--- src/sv/assert_macros.svh ---
// assertion macros used by the mapper rtl
`ifndef ASSERT_MACROS_SVH
`define ASSERT_MACROS_SVH

`ifndef SYNTHESIS

// property must hold at every rising clock edge outside reset
`define ASSERT_PROP(lbl, clk, rst, prop) \
   lbl: assert property (@(posedge clk) disable iff (rst) (prop)) \
      else $error("mapper assertion failed");

// expression must never be true outside reset
`define ASSERT_NEVER(lbl, clk, rst, expr) \
   lbl: assert property (@(posedge clk) disable iff (rst) !(expr)) \
      else $error("mapper forbidden condition seen");

`else

`define ASSERT_PROP(lbl, clk, rst, prop)
`define ASSERT_NEVER(lbl, clk, rst, expr)

`endif

`endif

--- src/sv/cbm_pkg.sv ---
// shared types, codes and helpers of the cartridge bank mapper
package cbm_pkg;

   // access kinds
   localparam logic [1:0] KIND_CPU_READ  = 2'd0;
   localparam logic [1:0] KIND_CPU_WRITE = 2'd1;
   localparam logic [1:0] KIND_PPU_READ  = 2'd2;
   localparam logic [1:0] KIND_PPU_WRITE = 2'd3;

   // configuration register indexes
   localparam logic [1:0] CSR_PRG_BANK_COUNT = 2'd0;
   localparam logic [1:0] CSR_CHR_BANK_COUNT = 2'd1;
   localparam logic [1:0] CSR_CHR_IS_RAM     = 2'd2;

   // cpu address regions (address bits 15:13)
   localparam logic [2:0] REGION_BANK   = 3'd4;
   localparam logic [2:0] REGION_MIRROR = 3'd5;

   localparam logic [6:0] PRG_COUNT_RESET = 7'd2;
   localparam logic [8:0] CHR_COUNT_RESET = 9'd8;
   localparam logic [6:0] PRG_COUNT_MIN   = 7'd2;
   localparam logic [6:0] PRG_COUNT_MAX   = 7'd64;
   localparam logic [8:0] CHR_COUNT_MIN   = 9'd1;
   localparam logic [8:0] CHR_COUNT_MAX   = 9'd256;

   localparam logic [2:0] BANK_REG_R6 = 3'd6;
   localparam logic [2:0] BANK_REG_R7 = 3'd7;

   typedef struct packed {
      logic       start;
      logic [7:0] dividend;
      logic [8:0] divisor;
   } mod_ctl_type;

   typedef struct packed {
      logic busy;
      logic done;
   } mod_sts_type;

   typedef struct packed {
      logic prg_swap;
      logic chr_swap;
      logic mirroring;
   } mode_type;

   function automatic logic [6:0] prg_count_sat(input logic [6:0] n);
      logic [6:0] r;
      r = n;
      if (n < PRG_COUNT_MIN) r = PRG_COUNT_MIN;
      if (n > PRG_COUNT_MAX) r = PRG_COUNT_MAX;
      return r;
   endfunction

   function automatic logic [8:0] chr_count_sat(input logic [8:0] n);
      logic [8:0] r;
      r = n;
      if (n < CHR_COUNT_MIN) r = CHR_COUNT_MIN;
      if (n > CHR_COUNT_MAX) r = CHR_COUNT_MAX;
      return r;
   endfunction

endpackage

--- src/sv/cbm_mod_unit.sv ---
// iterative remainder unit: one dividend bit per cycle, restoring form
module cbm_mod_unit (
   input  logic                clock,
   input  logic                reset,
   input  cbm_pkg::mod_ctl_type ctl,
   output cbm_pkg::mod_sts_type sts,
   output logic [7:0]          remainder
);

   logic [7:0] rem_ff, rem_in;
   logic [7:0] dvd_ff, dvd_in;
   logic [8:0] div_ff, div_in;
   logic [2:0] cnt_ff, cnt_in;
   logic       run_ff, run_in;
   logic       done_ff, done_in;
   logic [8:0] shifted;
   logic [8:0] diff;

   always_comb begin
      shifted = {rem_ff, dvd_ff[7]};
      diff    = shifted - div_ff;
      rem_in  = rem_ff;
      dvd_in  = dvd_ff;
      div_in  = div_ff;
      cnt_in  = cnt_ff;
      run_in  = run_ff;
      done_in = 1'b0;
      if (ctl.start) begin
         rem_in = '0;
         dvd_in = ctl.dividend;
         div_in = ctl.divisor;
         cnt_in = '0;
         run_in = 1'b1;
      end else if (run_ff) begin
         // remainder stays below the divisor, at most 255
         rem_in = (shifted >= div_ff) ? diff[7:0] : shifted[7:0];
         dvd_in = {dvd_ff[6:0], 1'b0};
         cnt_in = cnt_ff + 3'd1;
         if (cnt_ff == 3'd7) begin
            run_in  = 1'b0;
            done_in = 1'b1;
         end
      end
   end

   always_ff @(posedge clock) begin
      if (reset) begin
         run_ff  <= 1'b0;
         done_ff <= 1'b0;
         cnt_ff  <= '0;
      end else begin
         run_ff  <= run_in;
         done_ff <= done_in;
         cnt_ff  <= cnt_in;
      end
      rem_ff <= rem_in;
      dvd_ff <= dvd_in;
      div_ff <= div_in;
   end

   assign sts.busy  = run_ff;
   assign sts.done  = done_ff;
   assign remainder = rem_ff;

endmodule

--- src/sv/cbm_bank_file.sv ---
// mapper register file: bank select, mode bits, eight bank registers, mirroring
module cbm_bank_file (
   input  logic             clock,
   input  logic             reset,
   input  logic             upd_en,
   input  logic [15:0]      upd_address,
   input  logic [7:0]       upd_data,
   input  logic [2:0]       rd_index,
   output logic [7:0]       rd_data,
   output cbm_pkg::mode_type mode
);

   logic [7:0] bank_ff [8];
   logic [2:0] sel_ff;
   logic       prg_swap_ff;
   logic       chr_swap_ff;
   logic       mirror_ff;
   logic       bank_hit;
   logic       mirror_hit;

   assign bank_hit   = upd_en && (upd_address[15:13] == cbm_pkg::REGION_BANK);
   assign mirror_hit = upd_en && (upd_address[15:13] == cbm_pkg::REGION_MIRROR)
                       && !upd_address[0];

   always_ff @(posedge clock) begin
      if (reset) begin
         sel_ff      <= '0;
         prg_swap_ff <= 1'b0;
         chr_swap_ff <= 1'b0;
         mirror_ff   <= 1'b0;
         for (int i = 0; i < 8; i++) begin
            bank_ff[i] <= '0;
         end
      end else begin
         if (bank_hit) begin
            if (!upd_address[0]) begin
               sel_ff      <= upd_data[2:0];
               prg_swap_ff <= upd_data[6];
               chr_swap_ff <= upd_data[7];
            end else begin
               bank_ff[sel_ff] <= upd_data;
            end
         end
         if (mirror_hit) begin
            mirror_ff <= upd_data[0];
         end
      end
   end

   assign rd_data        = bank_ff[rd_index];
   assign mode.prg_swap  = prg_swap_ff;
   assign mode.chr_swap  = chr_swap_ff;
   assign mode.mirroring = mirror_ff;

endmodule

--- src/sv/cartridge_bank_mapper_core.sv ---
// Bank-switching address translator for a game cartridge (no scanline irq). Each request
// is one cpu or ppu bus access; each gives exactly one response carrying the
// physical program or character address, or no access for register writes,
// unmapped cpu reads and ppu writes to character rom. Mapped reads and
// character ram writes reduce the bank number modulo the bank count in a
// shared one-bit-per-cycle remainder unit of 8 iterations; register writes
// and other accesses needing no bank bypass it. The response sits in an
// output register, so the next request is taken while it waits.
// Configuration writes are always taken, and must only be issued while no
// request is in flight.
`include "assert_macros.svh"

module cartridge_bank_mapper_core (
   input  logic        clock,
   input  logic        reset,
   input  logic        csr_valid,
   output logic        csr_ready,
   input  logic [1:0]  csr_index,
   input  logic [8:0]  csr_data,
   input  logic        req_valid,
   output logic        req_ready,
   input  logic [1:0]  req_kind,
   input  logic [15:0] req_address,
   input  logic [7:0]  req_data,
   output logic        rsp_valid,
   input  logic        rsp_ready,
   output logic        rsp_access_valid,
   output logic        rsp_is_write,
   output logic        rsp_memory_select,
   output logic [18:0] rsp_phys_address,
   output logic [7:0]  rsp_write_data,
   output logic        rsp_mirroring
);

   typedef enum logic [1:0] {S_IDLE, S_WAIT, S_EMIT} state_type;

   state_type state_ff;
   logic [6:0]  prg_cfg_ff;
   logic [8:0]  chr_cfg_ff;
   logic        chr_ram_ff;
   logic [1:0]  kind_ff;
   logic [15:0] addr_ff;
   logic [7:0]  data_ff;
   logic        rsp_valid_ff;
   logic        rsp_access_ff;
   logic        rsp_write_ff;
   logic        rsp_sel_ff;
   logic [18:0] rsp_phys_ff;
   logic [7:0]  rsp_wdata_ff;
   logic        rsp_mirror_ff;

   cbm_pkg::mod_ctl_type mod_ctl;
   cbm_pkg::mod_sts_type mod_sts;
   cbm_pkg::mode_type    mode;
   logic [7:0]  remainder;
   logic        req_xfer;
   logic        emit_go;
   logic        need_mod;
   logic [6:0]  prg_n;
   logic [8:0]  chr_n;
   logic [2:0]  slot;
   logic [2:0]  rd_index;
   logic [7:0]  rd_data;
   logic [7:0]  chr_raw;
   logic [6:0]  prg_last;
   logic [6:0]  prg_last_m1;
   logic [5:0]  prg_bank;
   logic        res_access;
   logic        res_write;
   logic        res_sel;
   logic [18:0] res_phys;
   logic [7:0]  res_wdata;

   assign csr_ready = 1'b1;

   always_ff @(posedge clock) begin
      if (reset) begin
         prg_cfg_ff <= cbm_pkg::PRG_COUNT_RESET;
         chr_cfg_ff <= cbm_pkg::CHR_COUNT_RESET;
         chr_ram_ff <= 1'b0;
      end else if (csr_valid && csr_ready) begin
         unique case (csr_index)
            cbm_pkg::CSR_PRG_BANK_COUNT: prg_cfg_ff <= csr_data[6:0];
            cbm_pkg::CSR_CHR_BANK_COUNT: chr_cfg_ff <= csr_data;
            cbm_pkg::CSR_CHR_IS_RAM:     chr_ram_ff <= csr_data[0];
            default: ;
         endcase
      end
   end

   assign prg_n    = cbm_pkg::prg_count_sat(prg_cfg_ff);
   assign chr_n    = cbm_pkg::chr_count_sat(chr_cfg_ff);
   assign req_ready = (state_ff == S_IDLE);
   assign req_xfer  = req_valid && req_ready;

   // character slot, swapped halves in chr mode 1
   assign slot    = req_address[12:10] ^ {mode.chr_swap, 2'b00};
   assign chr_raw = slot[2] ? rd_data : {rd_data[7:1], slot[0]};

   always_comb begin
      if (req_kind == cbm_pkg::KIND_CPU_READ) begin
         rd_index = (req_address[14:13] == 2'b01) ? cbm_pkg::BANK_REG_R7
                                                  : cbm_pkg::BANK_REG_R6;
      end else if (slot[2]) begin
         rd_index = slot - 3'd2;
      end else begin
         rd_index = {2'b00, slot[1]};
      end
   end

   always_comb begin
      need_mod = 1'b0;
      case (req_kind)
         cbm_pkg::KIND_CPU_READ:  need_mod = req_address[15];
         cbm_pkg::KIND_PPU_READ:  need_mod = 1'b1;
         cbm_pkg::KIND_PPU_WRITE: need_mod = chr_ram_ff;
         default:                 need_mod = 1'b0;
      endcase
   end

   always_comb begin
      mod_ctl.start = req_xfer && need_mod;
      if (req_kind == cbm_pkg::KIND_CPU_READ) begin
         mod_ctl.dividend = rd_data;
         mod_ctl.divisor  = {2'b00, prg_n};
      end else begin
         mod_ctl.dividend = chr_raw;
         mod_ctl.divisor  = chr_n;
      end
   end

   cbm_mod_unit u_mod (
      .clock     (clock),
      .reset     (reset),
      .ctl       (mod_ctl),
      .sts       (mod_sts),
      .remainder (remainder)
   );

   cbm_bank_file u_banks (
      .clock       (clock),
      .reset       (reset),
      .upd_en      (req_xfer && (req_kind == cbm_pkg::KIND_CPU_WRITE)),
      .upd_address (req_address),
      .upd_data    (req_data),
      .rd_index    (rd_index),
      .rd_data     (rd_data),
      .mode        (mode)
   );

   assign prg_last    = prg_n - 7'd1;
   assign prg_last_m1 = prg_n - 7'd2;

   always_comb begin
      unique case (addr_ff[14:13])
         2'b00:   prg_bank = mode.prg_swap ? prg_last_m1[5:0] : remainder[5:0];
         2'b01:   prg_bank = remainder[5:0];
         2'b10:   prg_bank = mode.prg_swap ? remainder[5:0] : prg_last_m1[5:0];
         default: prg_bank = prg_last[5:0];
      endcase
   end

   always_comb begin
      res_access = 1'b0;
      res_write  = 1'b0;
      res_sel    = 1'b0;
      res_phys   = '0;
      res_wdata  = '0;
      unique case (kind_ff)
         cbm_pkg::KIND_CPU_READ: begin
            if (addr_ff[15]) begin
               res_access = 1'b1;
               res_phys   = {prg_bank, addr_ff[12:0]};
            end
         end
         cbm_pkg::KIND_CPU_WRITE: ;
         cbm_pkg::KIND_PPU_READ: begin
            res_access = 1'b1;
            res_sel    = 1'b1;
            res_phys   = {1'b0, remainder, addr_ff[9:0]};
         end
         cbm_pkg::KIND_PPU_WRITE: begin
            if (chr_ram_ff) begin
               res_access = 1'b1;
               res_sel    = 1'b1;
               res_write  = 1'b1;
               res_phys   = {1'b0, remainder, addr_ff[9:0]};
               res_wdata  = data_ff;
            end
         end
         default: ;
      endcase
   end

   assign emit_go = (state_ff == S_EMIT) && (!rsp_valid_ff || rsp_ready);

   always_ff @(posedge clock) begin
      if (reset) begin
         state_ff     <= S_IDLE;
         rsp_valid_ff <= 1'b0;
      end else begin
         if (emit_go) begin
            rsp_valid_ff <= 1'b1;
         end else if (rsp_valid_ff && rsp_ready) begin
            rsp_valid_ff <= 1'b0;
         end
         unique case (state_ff)
            S_IDLE: begin
               if (req_xfer) begin
                  state_ff <= need_mod ? S_WAIT : S_EMIT;
               end
            end
            S_WAIT: begin
               if (mod_sts.done) begin
                  state_ff <= S_EMIT;
               end
            end
            S_EMIT: begin
               if (emit_go) begin
                  state_ff <= S_IDLE;
               end
            end
            default: state_ff <= S_IDLE;
         endcase
      end
      if (req_xfer) begin
         kind_ff <= req_kind;
         addr_ff <= req_address;
         data_ff <= req_data;
      end
      if (emit_go) begin
         rsp_access_ff <= res_access;
         rsp_write_ff  <= res_write;
         rsp_sel_ff    <= res_sel;
         rsp_phys_ff   <= res_phys;
         rsp_wdata_ff  <= res_wdata;
         rsp_mirror_ff <= mode.mirroring;
      end
   end

   assign rsp_valid         = rsp_valid_ff;
   assign rsp_access_valid  = rsp_access_ff;
   assign rsp_is_write      = rsp_write_ff;
   assign rsp_memory_select = rsp_sel_ff;
   assign rsp_phys_address  = rsp_phys_ff;
   assign rsp_write_data    = rsp_wdata_ff;
   assign rsp_mirroring     = rsp_mirror_ff;

   // the remainder unit only runs while the sequencer waits on it
   `ASSERT_PROP(a_busy_not_idle, clock, reset, mod_sts.busy |-> (state_ff == S_WAIT))
   `ASSERT_PROP(a_done_in_wait, clock, reset, mod_sts.done |-> (state_ff == S_WAIT))
   // no access means an all-zero payload
   `ASSERT_PROP(a_noaccess_zero, clock, reset,
      (rsp_valid_ff && !rsp_access_ff) |-> (rsp_phys_ff == '0 && rsp_wdata_ff == '0))
   `ASSERT_NEVER(a_write_to_prg, clock, reset, rsp_valid_ff && rsp_write_ff && !rsp_sel_ff)

endmodule

--- config.mk ---
export PLATFORM = sky130hd
export DESIGN_NAME = cartridge_bank_mapper_core
export DESIGN_NICKNAME = d
export VERILOG_FILES = /design/src/sv/cbm_pkg.sv /design/src/sv/cbm_mod_unit.sv /design/src/sv/cbm_bank_file.sv /design/src/sv/cartridge_bank_mapper_core.sv
export VERILOG_INCLUDE_DIRS = /design/src /design/src/sv
export SDC_FILE = /design/constraint.sdc
export NUM_CORES = 1
export LEC_CHECK = 0
export BUFFER_PORTS_ARGS = -buffer_cell sky130_fd_sc_hd__clkbuf_2
export CAP_MARGIN = 0
export CORE_ASPECT_RATIO = 0.6
export CORE_MARGIN = 5
export CORE_UTILIZATION = 35
export CTS_CLUSTER_DIAMETER = 80
export DETAILED_ROUTE_END_ITERATION = 8
export PLACE_DENSITY = 0.51
export SETUP_SLACK_MARGIN = 0.4
export SYNTH_ARGS = -nofsm -noshare
export SYNTH_HDL_FRONTEND = slang
export SYNTH_SLANG_ARGS = --single-unit
--- constraint.sdc ---
create_clock -name clock -period 5.5 [get_ports clock]
set_input_delay 0.825 -clock clock [delete_from_list [all_inputs] [get_ports clock]]
set_output_delay 0.825 -clock clock [all_outputs]
set_load 0.05 [all_outputs]
==> metrics.csv, run 1 <==
metric,value,unit
status,finished clean,
cp_slowest_stage_delay,440,ps
pin_count,76,
post-route-period-util,55.30,%
hpwl,15300,um
io_buffers,74,
async_reset_ff_share,0,%
cts_buffers,17,
worstSetupStartpointType,input port,
vdd_drop_max,211.2,uV
dieWidth,206.4,um
grt_util_all_layers,16.14,%
initial_core_util,35.33,%
route.met3.wl,1984,um
wl_met2,7865,um
hold_path.class,flip-flop to flip-flop,
post_cts_buffers,0,
tightestPinTransition,1093,ps
path_cells,clkbuf_2 -> nor3b_4 -> buf_4 -> nand4_1 -> nor4b_1 -> nand2b_1 -> nor2_1 -> or2_2,
setup_viol,0,
cp.arrival,3170,ps
netlist_instances,684,
placed_area,8797,um^2
drtIter0Drc,449,
antenna_cells,0,
synth_common_cells,"edfxtp_1, and2_1, nor2_1, mux2i_1, dfxtp_1",
synth-seq-area-share,60.07,%
netlist_area,8098,um^2
max_freq,328.8,MHz
drive_gt1_share,16.91,%
cts_tree,built,
nets,813,
drc,0,
p_leak,3.602,nW
vias,5481,
worst-setup-path-type,input port to flip-flop,
post-synth-top-area-cell,edfxtp_1,
syn-num-nets,741,
placementRows,43,
fin_cells,1084,
cts.hold.buffers_added,0,
placed_cells,1052,
wirelength,20800,um
grt_pass1_wl,31570,um
ys_seq_elements,175,
required,5630,ps
gp_congestion,0.8431,
synth_edf_count,136,
finalCriticalPeriod,3041,ps
cp_max_fo,28,
endpoint_kind,flip-flop,
tns,0,ps
clock_latency,430,ps
finalHoldViolCount,0,
fillerInstances,2166,
drtAntennaViolNets,0,
antenna_found_initial,1,
core,22920,um^2
rsz0062_at_grt,no,
dieArea,26380,um^2
p_per_area,349.1,nW/um^2
cts_num_sinks,175,
htree_levels,4,
synth_top_area_share,50.43,%
area_growth,16.16,%
drt-met1-wl,10710,um
via_per_inst,5.056,
grt-ovfl-total,0,
finClkSkew,11.59,ps
synthFlopType,edfxtp_1,
avgSynthCellArea,11.84,um^2
ys_top_cells_by_area,"edfxtp_1, dfxtp_1, mux2i_1",
clk_pin_slew,70,ps
netlist-cell-type-count,58,
synth.most_common_cell,edfxtp_1,
cap_viol_max_count,0,
fp.dieH,127.8,um
crit_slowest_cell,nor2_1,
routed.top_layer,met4,
cts_resized,0,
grt_max_degree,41,
grt_pass1_vias,5139,
slew_violations,0,
wl_per_cell,19.19,um
clock-root-buffer,clkbuf_16,
ys_warn_count,0,
maxSlewHeadroom,27.16,%
drtPass1Iterations,5,
cts.path.max_buffers,2,
final_area,9407,um^2
[through the flow]
step	setup WS [ps]	utilization [%]	hold WS (ps)	total power [mW]
4_1_cts	2509	41.04	448.1	3.307
3_5_place_dp	2044	38.38	433.1	2.056
3_3_place_gp	2168	38.38	416.5	2.049
5_1_grt	2226	41.04	462.5	3.426
6_report	2459	41.04	446.1	3.284
2_1_floorplan	1843	-	408.0	1.907
[metal layers]
metal | vias to the layer above | GRT usage (%)
met5 | - | 0
met4 | 0 | 4.496
met3 | 20 | 4.829
met2 | 206 | 20.36
met1 | 2633 | 26.06
li1 | 2622 | -
[final cells by class]
cell class	instances	area (um^2)	share of cell area (%)
flip-flops and latches	175	4865	51.72
multi-input cells	459	3040	32.32
clock buffers	18	429.2	4.562
well taps	315	394.1	4.190
repair buffers	79	407.9	4.336
inverters	24	90.09	0.9577
clock inverters	14	180.2	1.915
[cell families after synthesis]
family,count (synthesis),share of synthesized area [%]
other,1,0.04631
and+or+nand+nor,265,17.72
muxes,51,6.397
AOI/OAI and AO/OA,117,9.626
adders and majority gates,15,2.410
DFF,175,60.07
buffers and inverters,50,2.549
xor gates and xnor gates,10,1.174
[registers in the layout, indices dropped and copies added, names as in the netlist, 2 cells and up]
name,count
prg_cfg_ff,7
kind_ff,2
u_mod.remainder,8
rsp_phys_address,19
u_banks.sel_ff,3
rsp_write_data,8
addr_ff,16
data_ff,8
chr_cfg_ff,9
u_banks.bank_ff,62
u_mod.dvd_ff,8
u_mod.div_ff,9
state_ff,2
u_mod.cnt_ff,3
[path summary, 6_finish.rpt]
path	startpoint	endpoint	slack, ps	cells past startpoint
worst min-delay path	u_banks.mirror_ff	rsp_mirroring	450	0
worst max register to register	state_ff[0]	u_banks.bank_ff[6][5]	2560	7
worst max-delay path	req_valid	u_banks.bank_ff[6][5]	2460	8
worst min register to register	u_banks.mirror_ff	rsp_mirroring	450	0
[report_power, final]
group	internal, mW	switching (mW)
registers	1.51	0.0670
logic	0.172	0.285
clock network	0.725	0.525
total	2.41	0.878
[critical path, delay by kind of cell]
family	cells	cell delay, ps
buf+inv	2	460
simple gates	6	1870
[placed cells by master (no fill, tap or decap), drive strengths merged, types with 8 or more instances in the layout]
| master | Yosys | layout |
|---|---|---|
| o21ai | 30 | 30 |
| inv | 24 | 30 |
| nand2b | 20 | 20 |
| a31oi | 13 | 13 |
| o211ai | 9 | 9 |
| xnor2 | 9 | 9 |
| and2 | 72 | 72 |
| clkbuf | 18 | 92 |
| a21oi | 26 | 26 |
| ha | 14 | 14 |
| edfxtp | 136 | 136 |
| mux2i | 48 | 48 |
| nor3 | 21 | 21 |
| nor2 | 64 | 64 |
| nand3b | 8 | 8 |
| nand2 | 31 | 31 |
| dfxtp | 39 | 39 |
| nor2b | 18 | 18 |
| or2 | 10 | 10 |
(Power assumes the default switching activity.)
==> run 2: changes to the inputs <==
- PLACE_DENSITY: 0.51 -> 0.53
- clock period: 5.5 -> 2.5 ns (I/O delays scaled with it)
==> metrics.csv, run 2 (synthesized netlist as in run 1, its figures left out) <==
metric,value,unit,change
whs_path_depth,1,,+1
status,finished clean,,
vdd_drop_max,490.9,uV,+130%
drtIter0Drc,545,,+21%
worst-setup-path-type,flip-flop to flip-flop,,
r2r-start,state_ff[0],,
initial_core_util,35.33,%,unchanged
pre_cts_slack,136.4,ps,-1907 ps
use_met1,25.40,%,-0.66 points
wl_per_cell,19.11,um,-0.41%
placed_area,9050,um^2,+2.9%
maxSlewHeadroom,61.12,%,+34 points
fillerInstances,2105,,-2.8%
rr_endpoint,u_banks.bank_ff[3][6],,
cts_buffers,17,,unchanged
grtUsageMet2,21.88,%,+1.5 points
final_common_cell,edfxtp_1,,
hp-start,req_address[7],,
finalCriticalPeriod,2131,ps,
reg2reg_slack,370,ps,-2190 ps
clock-root-buffer,clkbuf_16,,
rsz0062_at_grt,yes,,
finClkSkew,11.02,ps,-0.5710 ps
post-route-period-util,85.25,%,
slew_violations,0,,unchanged
cap_viol_max_count,0,,unchanged
required,2650,ps,-2980 ps
endpoint_kind,flip-flop,,
io_buffers,74,,unchanged
tightestPinTransition,581.4,ps,-511.2 ps
crit_slowest_cell,dfxtp_4,,
clock_latency,440,ps,about the same
hold_path.class,input port to flip-flop,,
reg2reg_depth,7,,unchanged
grt_util_all_layers,16.17,%,+0.033 points
grt-ovfl-total,0,,unchanged
cp_max_fo,8,,-71%
finalHoldViolCount,0,,unchanged
wirelength,21560,um,+3.6%
hpwl,15590,um,+1.9%
htree_levels,4,,unchanged
final_area,10010,um^2,+6.4%
core,22920,um^2,unchanged
cp_top_family,simple AND/OR/NAND/NOR gates,,
drc,0,,unchanged
clk_pin_slew,70,ps,about the same
dieArea,26380,um^2,unchanged
drtPass1Iterations,5,,unchanged
top_register,u_banks.bank_ff,,
cp_slowest_stage_delay,360,ps,-80 ps
largest_reg_flops,62,,unchanged
fp.dieH,127.8,um,unchanged
grt_max_degree,40,,-2.4%
grt_pass1_wl,31840,um,+0.83%
dieWidth,206.4,um,unchanged
setup_viol,0,,unchanged
gp_congestion,0.9204,,+9.2%
drive_gt1_share,26.57,%,+9.7 points
antenna_found_initial,0,,-1
busiest_layer,met1,,
cts_num_sinks,175,,unchanged
placementRows,43,,unchanged
worstSetupStartpointType,flip-flop,,
max_freq,469.2,MHz,
antenna_cells,0,,unchanged
pin_count,76,,unchanged
vias,5758,,+5.1%
cts.path.max_buffers,2,,unchanged
path_cells,nor3b_4 -> nand4_1 -> nor4b_4 -> nand2_1 -> buf_6 -> nor2_2 -> or2_4,,
area_growth,23.64,%,
nets,857,,+5.4%
path_buf_inv,1,,-1
min_to,addr_ff[7],,
cts_tree,built,,
via_per_inst,5.105,,+0.96%
grt_pass1_vias,5405,,+5.2%
setup_slack,368.9,ps,-2090 ps
p_leak,3.854,nW,+7.0%
final_cell_mix,"edfxtp_1, clkbuf_2, and2_1",,
grt_util_met3,3.869,%,-0.96 points
p_per_area,734.8,nW/um^2,+110%
drtAntennaViolNets,0,,unchanged
cp.arrival,2280,ps,-890 ps
## run 2: cell types whose count changed in the layout (fill, tap and decap cells not counted), sizes merged
cell	previous run	this run
inv	30	29
clkbuf	92	97
clkinvlp	2	1
bufinv	3	2
buf	5	47
## run 2: worst reg2reg max path, cell delays in order, from the launching register on
cell and delay [ps]:
dfxtp_4 360, nor3b_4 270, nand4_1 210, nor4b_4 360
nand2_1 150, buf_6 160, nor2_2 140, or2_4 190
## run 2: metrics by stage
stage          utilization, %  total power [mW]  hold WS (ps)  cells  setup TNS, ps
2_1_floorplan               -             4.199         408.0    684         -10650
3_3_place_gp            39.49             4.569         418.2   1081              0
3_5_place_dp            39.49             4.587         422.1   1081              0
4_1_cts                 42.39             7.251         93.08   1120              0
5_1_grt                 43.68             7.655         96.75   1128              0
6_report                43.68             7.357         112.6   1128              0
## run 2: area by class of cell
cell class	count	area (um^2)	share of cell area, %
clock buffers	21	440.4	4.399
clock inverters	11	130.1	1.300
inverters	24	90.09	0.8998
multi-input cells	459	3276	32.72
flip-flops and latches	175	4878	48.73
well taps	315	394.1	3.937
repair buffers	123	803.3	8.023
## run 2: repair_timing
| item | 4_1_cts | 5_1_grt |
|---|---|---|
| hold buffers | 0 | 0 |
| pin swaps | 5 | 18 |
| setup buffers | 7 | 7 |
| setup endpoints to repair | 53 | 128 |
| gates cloned | 0 | 1 |
| gates resized for setup | 10 | 56 |
## run 2: worst max-delay path by stage
stage                                  to  depth (start not counted)     startpoint  slack [ps]
detailed placement   rsp_phys_address[18]                          8  prg_cfg_ff[4]         140
global route        u_banks.bank_ff[7][7]                          7    state_ff[0]         240
global placement     rsp_phys_address[18]                          8  prg_cfg_ff[4]         130
finish              u_banks.bank_ff[3][6]                          7    state_ff[0]         370
floorplan           u_banks.bank_ff[2][0]                          6      req_valid        -200
CTS                 u_banks.bank_ff[2][3]                          6    state_ff[1]         370
## run 2: where the power goes
| group | internal (mW) | switching [mW] |
|---|---|---|
| combinational | 0.545 | 0.735 |
| sequential | 3.32 | 0.118 |
| clock | 1.49 | 1.15 |
## run 2: metal layers
layer	vias up	wire, um	part of all wire, %
met1	2794	10840	50
met5	-	0	0
li1	2715	-	-
met3	24	1539	7.1
met2	225	8821	41
met4	0	354	1.6
